[src/sv/owb_pkg.sv]
// Shared types, constants and helpers for the one-wire bus master.
package owb_pkg;

	localparam int COUNT_BITS = 10;
	localparam int REG_W      = 10;
	localparam int NUM_REGS   = 8;
	localparam int REG_IDX_W  = 3;
	localparam int DATA_W     = 8;
	localparam int BIT_IDX_W  = 4;

	typedef logic [COUNT_BITS-1:0] count_t;
	typedef logic [REG_W-1:0]      reg_t;

	localparam count_t CNT_MAX = '1;

	typedef enum logic [3:0] {
		PH_IDLE,
		PH_RST_PRE,
		PH_RST_LOW,
		PH_RST_SAMPLE,
		PH_RST_TAIL,
		PH_W_START,
		PH_W_HOLD,
		PH_W_GAP,
		PH_R_START,
		PH_R_SAMPLE,
		PH_R_WAIT
	} phase_t;

	typedef enum logic [1:0] {
		FN_TICK,
		FN_RESET,
		FN_WRITE,
		FN_READ
	} func_t;

	typedef enum logic [REG_IDX_W-1:0] {
		RG_PRE_RESET,
		RG_RESET_LOW,
		RG_PRESENCE_WAIT,
		RG_RESET_TAIL,
		RG_START_LOW,
		RG_SLOT,
		RG_SAMPLE,
		RG_BYTE_GAP
	} reg_idx_t;

	localparam reg_t REG_RESET [NUM_REGS] = '{
		REG_W'(12), REG_W'(80), REG_W'(10), REG_W'(5),
		REG_W'(1),  REG_W'(5),  REG_W'(1),  REG_W'(5)
	};

	// sequencer state that moves through phase transitions
	typedef struct packed {
		phase_t                phase;
		logic [BIT_IDX_W-1:0]  bit_idx;
		logic [DATA_W-1:0]     shift;
		logic [DATA_W-1:0]     rd;
		logic                  done;
	} seq_t;

	function automatic count_t clip_count(reg_t v);
		if (32'(v) > 32'(CNT_MAX))
			return CNT_MAX;
		return COUNT_BITS'(v);
	endfunction

	function automatic reg_idx_t reg_of(phase_t p);
		case (p)
			PH_RST_PRE:    return RG_PRE_RESET;
			PH_RST_LOW:    return RG_RESET_LOW;
			PH_RST_SAMPLE: return RG_PRESENCE_WAIT;
			PH_RST_TAIL:   return RG_RESET_TAIL;
			PH_W_START:    return RG_START_LOW;
			PH_W_HOLD:     return RG_SLOT;
			PH_W_GAP:      return RG_BYTE_GAP;
			PH_R_START:    return RG_START_LOW;
			PH_R_SAMPLE:   return RG_SAMPLE;
			PH_R_WAIT:     return RG_SLOT;
			default:       return RG_PRE_RESET;
		endcase
	endfunction

endpackage

[src/sv/one_wire_bus_master.sv]
// One-wire bus master: input register, phase sequencer, result register.
// An accepted item goes through the input register, then the result register.
// Throughput: one item per cycle unless out_stall holds the result register;
// the sequencer update and the zero-length phase skip fit between the two registers.
// Reset (arst_n low, asynchronous): bus released, sequencer idle, timing
// registers back to their defaults, both pipeline stages empty.
module one_wire_bus_master
	import owb_pkg::*;
(
	input  logic                 clk,
	input  logic                 arst_n,
	input  logic                 in_valid,
	output logic                 in_stall,
	input  logic [1:0]           func,
	input  logic [DATA_W-1:0]    write_data,
	input  logic                 line_level,
	output logic                 out_valid,
	input  logic                 out_stall,
	output logic                 drive_low,
	output logic                 busy_res,
	output logic                 done_res,
	output logic                 present,
	output logic [DATA_W-1:0]    read_data,
	output logic                 rejected,
	input  logic                 cfg_we,
	input  logic [REG_IDX_W-1:0] cfg_index,
	input  logic [REG_W-1:0]     cfg_data
);

	reg_t                cfg_q [NUM_REGS];
	logic                valid_s1;
	func_t               func_s1;
	logic [DATA_W-1:0]   wdata_s1;
	logic                level_s1;
	seq_t                seq_q;
	count_t              tc_q;
	logic                pres_q;
	logic                out_valid_q;
	logic                drive_q;
	logic                busy_q;
	logic                done_q;
	logic                rej_q;

	logic                out_ready;
	logic                adv;
	logic [NUM_REGS-1:0] zero;
	count_t              d_cur;
	seq_t                cur;
	seq_t                nxt;
	count_t              tc_n;
	count_t              tc_inc;
	logic                pres_n;
	logic                rej_n;

	// skip plain phases of zero length, closed form
	function automatic seq_t settle(seq_t s, logic [NUM_REGS-1:0] z);
		seq_t r;
		r = s;
		case (r.phase)
			PH_RST_PRE: begin
				if (z[RG_PRE_RESET])
					r.phase = z[RG_RESET_LOW] ? PH_RST_SAMPLE : PH_RST_LOW;
			end
			PH_RST_LOW: begin
				if (z[RG_RESET_LOW])
					r.phase = PH_RST_SAMPLE;
			end
			PH_RST_TAIL: begin
				if (z[RG_RESET_TAIL]) begin
					r.phase = PH_IDLE;
					r.done  = 1'b1;
				end
			end
			PH_W_START, PH_W_HOLD: begin
				if ((r.phase == PH_W_HOLD || z[RG_START_LOW]) && z[RG_SLOT]) begin
					if (z[RG_START_LOW]) begin
						// every remaining slot collapses
						r.shift   = r.shift >> (BIT_IDX_W'(DATA_W) - r.bit_idx);
						r.bit_idx = BIT_IDX_W'(DATA_W);
					end else begin
						r.shift   = r.shift >> 1;
						r.bit_idx = r.bit_idx + BIT_IDX_W'(1);
					end
					if (r.bit_idx >= BIT_IDX_W'(DATA_W)) begin
						if (z[RG_BYTE_GAP]) begin
							r.phase = PH_IDLE;
							r.done  = 1'b1;
						end else begin
							r.phase = PH_W_GAP;
						end
					end else begin
						r.phase = PH_W_START;
					end
				end else if (r.phase == PH_W_START && z[RG_START_LOW]) begin
					r.phase = PH_W_HOLD;
				end
			end
			PH_W_GAP: begin
				if (z[RG_BYTE_GAP]) begin
					r.phase = PH_IDLE;
					r.done  = 1'b1;
				end
			end
			PH_R_START: begin
				if (z[RG_START_LOW])
					r.phase = PH_R_SAMPLE;
			end
			PH_R_WAIT: begin
				if (z[RG_SLOT]) begin
					r.bit_idx = r.bit_idx + BIT_IDX_W'(1);
					if (r.bit_idx >= BIT_IDX_W'(DATA_W)) begin
						r.rd    = r.shift;
						r.phase = PH_IDLE;
						r.done  = 1'b1;
					end else begin
						r.phase = z[RG_START_LOW] ? PH_R_SAMPLE : PH_R_START;
					end
				end
			end
			default: ;
		endcase
		return r;
	endfunction

	function automatic seq_t next_phase(seq_t s);
		seq_t r;
		r = s;
		case (r.phase)
			PH_RST_PRE:    r.phase = PH_RST_LOW;
			PH_RST_LOW:    r.phase = PH_RST_SAMPLE;
			PH_RST_SAMPLE: r.phase = PH_RST_TAIL;
			PH_RST_TAIL: begin
				r.phase = PH_IDLE;
				r.done  = 1'b1;
			end
			PH_W_START:    r.phase = PH_W_HOLD;
			PH_W_HOLD: begin
				r.shift   = r.shift >> 1;
				r.bit_idx = r.bit_idx + BIT_IDX_W'(1);
				r.phase   = (r.bit_idx >= BIT_IDX_W'(DATA_W)) ? PH_W_GAP : PH_W_START;
			end
			PH_W_GAP: begin
				r.phase = PH_IDLE;
				r.done  = 1'b1;
			end
			PH_R_START:    r.phase = PH_R_SAMPLE;
			PH_R_SAMPLE:   r.phase = PH_R_WAIT;
			PH_R_WAIT: begin
				r.bit_idx = r.bit_idx + BIT_IDX_W'(1);
				if (r.bit_idx >= BIT_IDX_W'(DATA_W)) begin
					r.rd    = r.shift;
					r.phase = PH_IDLE;
					r.done  = 1'b1;
				end else begin
					r.phase = PH_R_START;
				end
			end
			default:       r.phase = PH_IDLE;
		endcase
		return r;
	endfunction

	function automatic logic drive_of(seq_t s);
		case (s.phase)
			PH_RST_LOW, PH_W_START, PH_R_START: return 1'b1;
			PH_W_HOLD:                          return ~s.shift[0];
			default:                            return 1'b0;
		endcase
	endfunction

	assign out_ready = ~out_valid_q | ~out_stall;
	assign adv       = valid_s1 & out_ready;
	assign in_stall  = valid_s1 & ~out_ready;

	always_comb begin
		for (int i = 0; i < NUM_REGS; i++)
			zero[i] = (cfg_q[i] == '0);
	end

	assign d_cur = clip_count(cfg_q[reg_of(seq_q.phase)]);

	always_comb begin
		cur      = seq_q;
		cur.done = 1'b0;
		nxt      = cur;
		tc_n     = tc_q;
		tc_inc   = tc_q + count_t'(1);
		pres_n   = pres_q;
		rej_n    = 1'b0;
		if (func_s1 != FN_TICK) begin
			if (cur.phase != PH_IDLE) begin
				rej_n = 1'b1;
			end else begin
				nxt.bit_idx = '0;
				case (func_s1)
					FN_RESET: begin
						pres_n    = 1'b0;
						nxt.phase = PH_RST_PRE;
					end
					FN_WRITE: begin
						nxt.shift = wdata_s1;
						nxt.phase = PH_W_START;
					end
					FN_READ: begin
						nxt.shift = '0;
						nxt.phase = PH_R_START;
					end
					default: ;
				endcase
				nxt  = settle(nxt, zero);
				tc_n = '0;
			end
		end else if (cur.phase != PH_IDLE) begin
			if (cur.phase == PH_RST_SAMPLE || cur.phase == PH_R_SAMPLE) begin
				if (tc_q >= d_cur) begin
					if (cur.phase == PH_RST_SAMPLE)
						pres_n = ~level_s1;
					else
						nxt.shift = {level_s1, cur.shift[DATA_W-1:1]};
					nxt  = settle(next_phase(nxt), zero);
					tc_n = '0;
				end else begin
					tc_n = tc_inc;
				end
			end else if (tc_inc >= d_cur) begin
				nxt  = settle(next_phase(nxt), zero);
				tc_n = '0;
			end else begin
				tc_n = tc_inc;
			end
		end
	end

	always_ff @(posedge clk or negedge arst_n) begin
		if (!arst_n) begin
			for (int i = 0; i < NUM_REGS; i++)
				cfg_q[i] <= REG_RESET[i];
		end else if (cfg_we) begin
			cfg_q[cfg_index] <= cfg_data;
		end
	end

	always_ff @(posedge clk or negedge arst_n) begin
		if (!arst_n) begin
			valid_s1    <= 1'b0;
			out_valid_q <= 1'b0;
			seq_q       <= '{phase: PH_IDLE, default: '0};
			tc_q        <= '0;
			pres_q      <= 1'b0;
			drive_q     <= 1'b0;
			busy_q      <= 1'b0;
			done_q      <= 1'b0;
			rej_q       <= 1'b0;
		end else begin
			if (!valid_s1 || out_ready)
				valid_s1 <= in_valid;
			if (out_ready)
				out_valid_q <= valid_s1;
			if (adv) begin
				seq_q   <= nxt;
				tc_q    <= tc_n;
				pres_q  <= pres_n;
				drive_q <= drive_of(nxt);
				busy_q  <= (nxt.phase != PH_IDLE);
				done_q  <= nxt.done;
				rej_q   <= rej_n;
			end
		end
	end

	always_ff @(posedge clk) begin
		if (in_valid && !in_stall) begin
			func_s1  <= func_t'(func);
			wdata_s1 <= write_data;
			level_s1 <= line_level;
		end
	end

	assign out_valid = out_valid_q;
	assign drive_low = drive_q;
	assign busy_res  = busy_q;
	assign done_res  = done_q;
	assign present   = pres_q;
	assign read_data = seq_q.rd;
	assign rejected  = rej_q;

endmodule

[config.mk]
export PLATFORM = sky130hd
export DESIGN_NAME = one_wire_bus_master
export DESIGN_NICKNAME = d
export VERILOG_FILES = /design/src/sv/owb_pkg.sv /design/src/sv/one_wire_bus_master.sv
export SDC_FILE = /design/constraint.sdc
export NUM_CORES = 1
export LEC_CHECK = 0
export BUFFER_PORTS_ARGS = -buffer_cell sky130_fd_sc_hd__buf_4
export CORE_ASPECT_RATIO = 0.9
export CORE_MARGIN = 1.5
export CORE_UTILIZATION = 50
export DETAILED_ROUTE_END_ITERATION = 10
export HOLD_SLACK_MARGIN = 0.12
export PLACE_DENSITY = 0.73
export SLEW_MARGIN = 20
export SYNTH_ARGS = -nofsm -noshare
export SYNTH_HDL_FRONTEND = slang
export SYNTH_SLANG_ARGS = --single-unit
[constraint.sdc]
create_clock -name clk -period 4.8 [get_ports clk]
set_input_delay 0.24 -clock clk [delete_from_list [all_inputs] [get_ports clk]]
set_output_delay 0.24 -clock clk [all_outputs]
set_load 0.05 [all_outputs]
==> summary.md <==
| Metric | Value |
|---|---|
| TritonCTS clock tree | yes |
| TritonCTS Sinks | 132 |
| CTS H-tree depth | 4 |
| Async set or reset register ratio after synthesis | 91.7% |
| Post-route DRC | 0 |
| Clk_lat worst skew | 0.43 ns |
| Critical path startpoint category | flop |
| Post-synth EDFFs | 11 |
| Worst R2R Setup Slack | 0.13 ns |
| Non-Filler Instances | 1398 |
| Synth top area share | 27.7% |
| Crit end category | flop |
| Final worst path period need | 4.67 ns |
| Reg area | 3380 um^2 |
| Setup TNS | 0 ns |
| Final hold viol count | 0 |
| Synth Area per Inst | 8.95 um^2 |
| Final Instance Area | 11200 um^2 |
| Worst hold slack | 0.145 ns |
| Fillers | 1706 |
| Worst Path Buf+Inv | 2 |
| Least-Margin Pin Slew | 0.948 ns |
| First-pass GRT wire length | 49.4 mm |
| Ys flop type | dfrtp_1 |
| Placed cells | 1345 |
| CP delay by family, top | compound AO/OA/AOI/OAI gates |
| Avg WL per Cell | 22.7 um |
| Most common cell in the netlist | nand2_1 |
| CP dominant cell by count | ha_1 |
| GR Util All Layers | 32.0% |
| Via density | 6.59 |
| Max-cap violation count | 0 |
| CP max FO | 12 |
| Syn Std Cell Area | 9680 um^2 |
| Critical path data required time | 5.11 ns |
| Row count | 48 |
| TritonCTS Buffers | 17 |
| Die Ht | 135 um |
| Dpl hpwl | 22.8 mm |
| # diodes | 0 |
| I/O pin cnt | 44 |
| IO buf count | 43 |
| Initial DRC count | 1207 |
| Largest net degree at the start of global routing | 72 |
| GPL Wtd Cong | 0.993 |
| DR vias | 9211 |
| # setup viols final | 0 |
| Core Area | 19100 um^2 |
| Vias in the first global route | 8574 |
| Sequential area share after synthesis | 34.9% |
| Ys Warns | 0 |
| Highest clock rate | 0.214 GHz |
| Arr. time, crit path | 4.98 ns |
| Root buffer cell | clkbuf_16 |
| Worst hold path type | in -> reg |
| Synthesized Nets | 1148 |
| Final core occ | 58.7% |
| Lkg Pwr | 0.00463 uW |
| First-pass iteration count of the detailed router | 6 |
| Max-slew violation count | 0 |
| Critical path's largest stage delay | 0.57 ns |
| Synth cell count leaders | nand2_1, dfrtp_1, mux2_2, nor2_1, nand3_1 |
| VDD IR-drop max | 0.352 mV |
| CP Cell Sequence | inv_1, ha_1, o22ai_4, buf_4, nand2_1, and3_1, a311oi_1, a31oi_1, ha_1, a21boi_1, o211ai_1, a31o_2, a211oi_4, o21ai_1, o41a_1, o2111ai_1, a211oi_1, a221o_1 |
| Area contributors post-synth | dfrtp_1, mux2_2, nand2_1, ha_1, dfstp_2 |
| Net count, final | 1201 |
| Status | complete, no violations |
| Multi-input logic area | 5920 um^2 |
| Max-Slew Margin vs Limit | 36.8% |
| Critical path's slowest cell | o41a_1 |
| DRT antenna net count | 0 |
| Worst-path clk slew | 0.07 ns |
| Setup CP Type | reg -> reg |
| Max Clock Skew | 0.0101 ns |
| Post-route clock period utilization | 97.4% |
| Top cell type by total area after synthesis | dfrtp_1 |
| Clock tree buffer depth | 2 |
| Share of cells above drive strength 1 | 22.4% |
| Layout area overhead | 15.9% |
| Die Footprint | 20200 um^2 |
| Synthesized flop and latch total | 132 |
| Power per cell area | 527 nW/um^2 |
| Synth cell types | 94 |
| Routed WL | 31.7 mm |
| Remaining global-route overflow | 0 |
| Initial Utilization | 50.7% |
| Chip Width | 150 um |
| Synthesized instance count | 1082 |
| Antenna violations before repair | 0 |
| DP Area | 10300 um^2 |
## routing by layer
| layer | part of all wire (%) | GRT usage (%) | up-vias |
|---|---|---|---|
| li1 | - | - | 4171 |
| met1 | 45 | 48.6 | 4488 |
| met2 | 42 | 45.3 | 507 |
| met3 | 12 | 8.51 | 45 |
| met4 | 1.4 | 6.97 | 0 |
| met5 | 0 | 0 | - |
## per-stage QoR
step	total power [uW]	setup WS, ns
after CTS	5770	0.0359
after detailed placement	4330	0.115
after floorplan	3490	0.0506
final	5910	0.126
after global routing	6220	-0.00509
after global placement	4310	0.257
## worst paths after layout
path,depth (start not counted),start,endpoint
setup reg to reg,18,cur[22]$_DFFE_PN0P_,drive_low$_DFFE_PN0P_
setup / recovery,18,cur[22]$_DFFE_PN0P_,drive_low$_DFFE_PN0P_
hold / removal,2,cfg_data[3],cfg_q[23]$_DFFE_PN0P_
max in group asynchronous,3,arst_n,cfg_q[21]$_DFFE_PN0P_
hold reg to reg,2,rejected$_DFFE_PN0P_,rejected$_DFFE_PN0P_
min in group asynchronous,2,arst_n,cur[12]$_DFFE_PN0P_
## cell type report
cell class / instances / area share, %
clock inverter: 15 / 1.82
tap: 250 / 2.79
clock buffer: 17 / 3.79
multi-input combinational: 850 / 52.7
timing repair buffer: 112 / 8.04
sequential: 132 / 30.1
inverter: 22 / 0.736
## power breakdown
group / switching (uW) / internal, uW / total [uW]
logic: 1770 / 1130 / 2900
registers: 244 / 1360 / 1610
clock network: 598 / 801 / 1400
total: 2620 / 3300 / 5910
## placed cells by master, fill, tap and decap left out, types with 6 or more instances in the layout
cell	instances
a211oi_1	16
a21o_1	6
a21oi_1	45
a221oi_1	8
a22o_1	14
a22oi_1	10
a311oi_1	9
a31oi_1	22
and2_1	11
and3_1	16
buf_4	92
clkbuf_16	17
dfrtp_1	107
dfstp_2	14
dlygate4sd3_1	18
edfxtp_1	11
ha_1	37
inv_1	17
inv_8	6
mux2_2	84
mux2i_1	20
nand2_1	157
nand2b_1	15
nand3_1	48
nand4_1	7
nor2_1	68
nor3_1	16
nor4_1	13
o211ai_1	11
o21ai_0	44
o21ai_1	6
o221ai_1	7
o22ai_1	13
o31ai_1	7
o32a_1	6
xnor2_1	14
xor2_1	6
## worst register-to-register path: stages (launching register included)
cell	delay, ns
dfrtp_1	0.36
inv_1	0.11
ha_1	0.26
o22ai_4	0.30
buf_4	0.25
nand2_1	0.06
and3_1	0.17
a311oi_1	0.34
a31oi_1	0.12
ha_1	0.30
a21boi_1	0.17
o211ai_1	0.12
a31o_2	0.27
a211oi_4	0.32
o21ai_1	0.25
o41a_1	0.57
o2111ai_1	0.22
a211oi_1	0.07
a221o_1	0.28
## cells by family after synthesis
family | count (synthesis) | synth area share [%]
AOI/OAI and AO/OA | 294 | 21.7
buffers and inverters | 100 | 4.58
muxes | 108 | 12.7
DFF | 132 | 34.9
xor gates and xnor gates | 22 | 2.22
adders and majority gates | 37 | 4.78
and+or+nand+nor | 389 | 19.2
## flip-flops by register name, summed over array words and instances (netlist names), 2 cells and up
name	cells
cfg_q	80
cur	16
func_s1	2
read_data	8
tc_q	10
wdata_s1	8
## what timing repair did
item	4_1_cts	5_1_grt
hold buffers	18	0
gates resized for setup	0	8
endpoints found under the setup margin	0	14
buffers inserted	0	3
endpoints found under the hold margin	84	0
(Power assumes the default switching activity.)
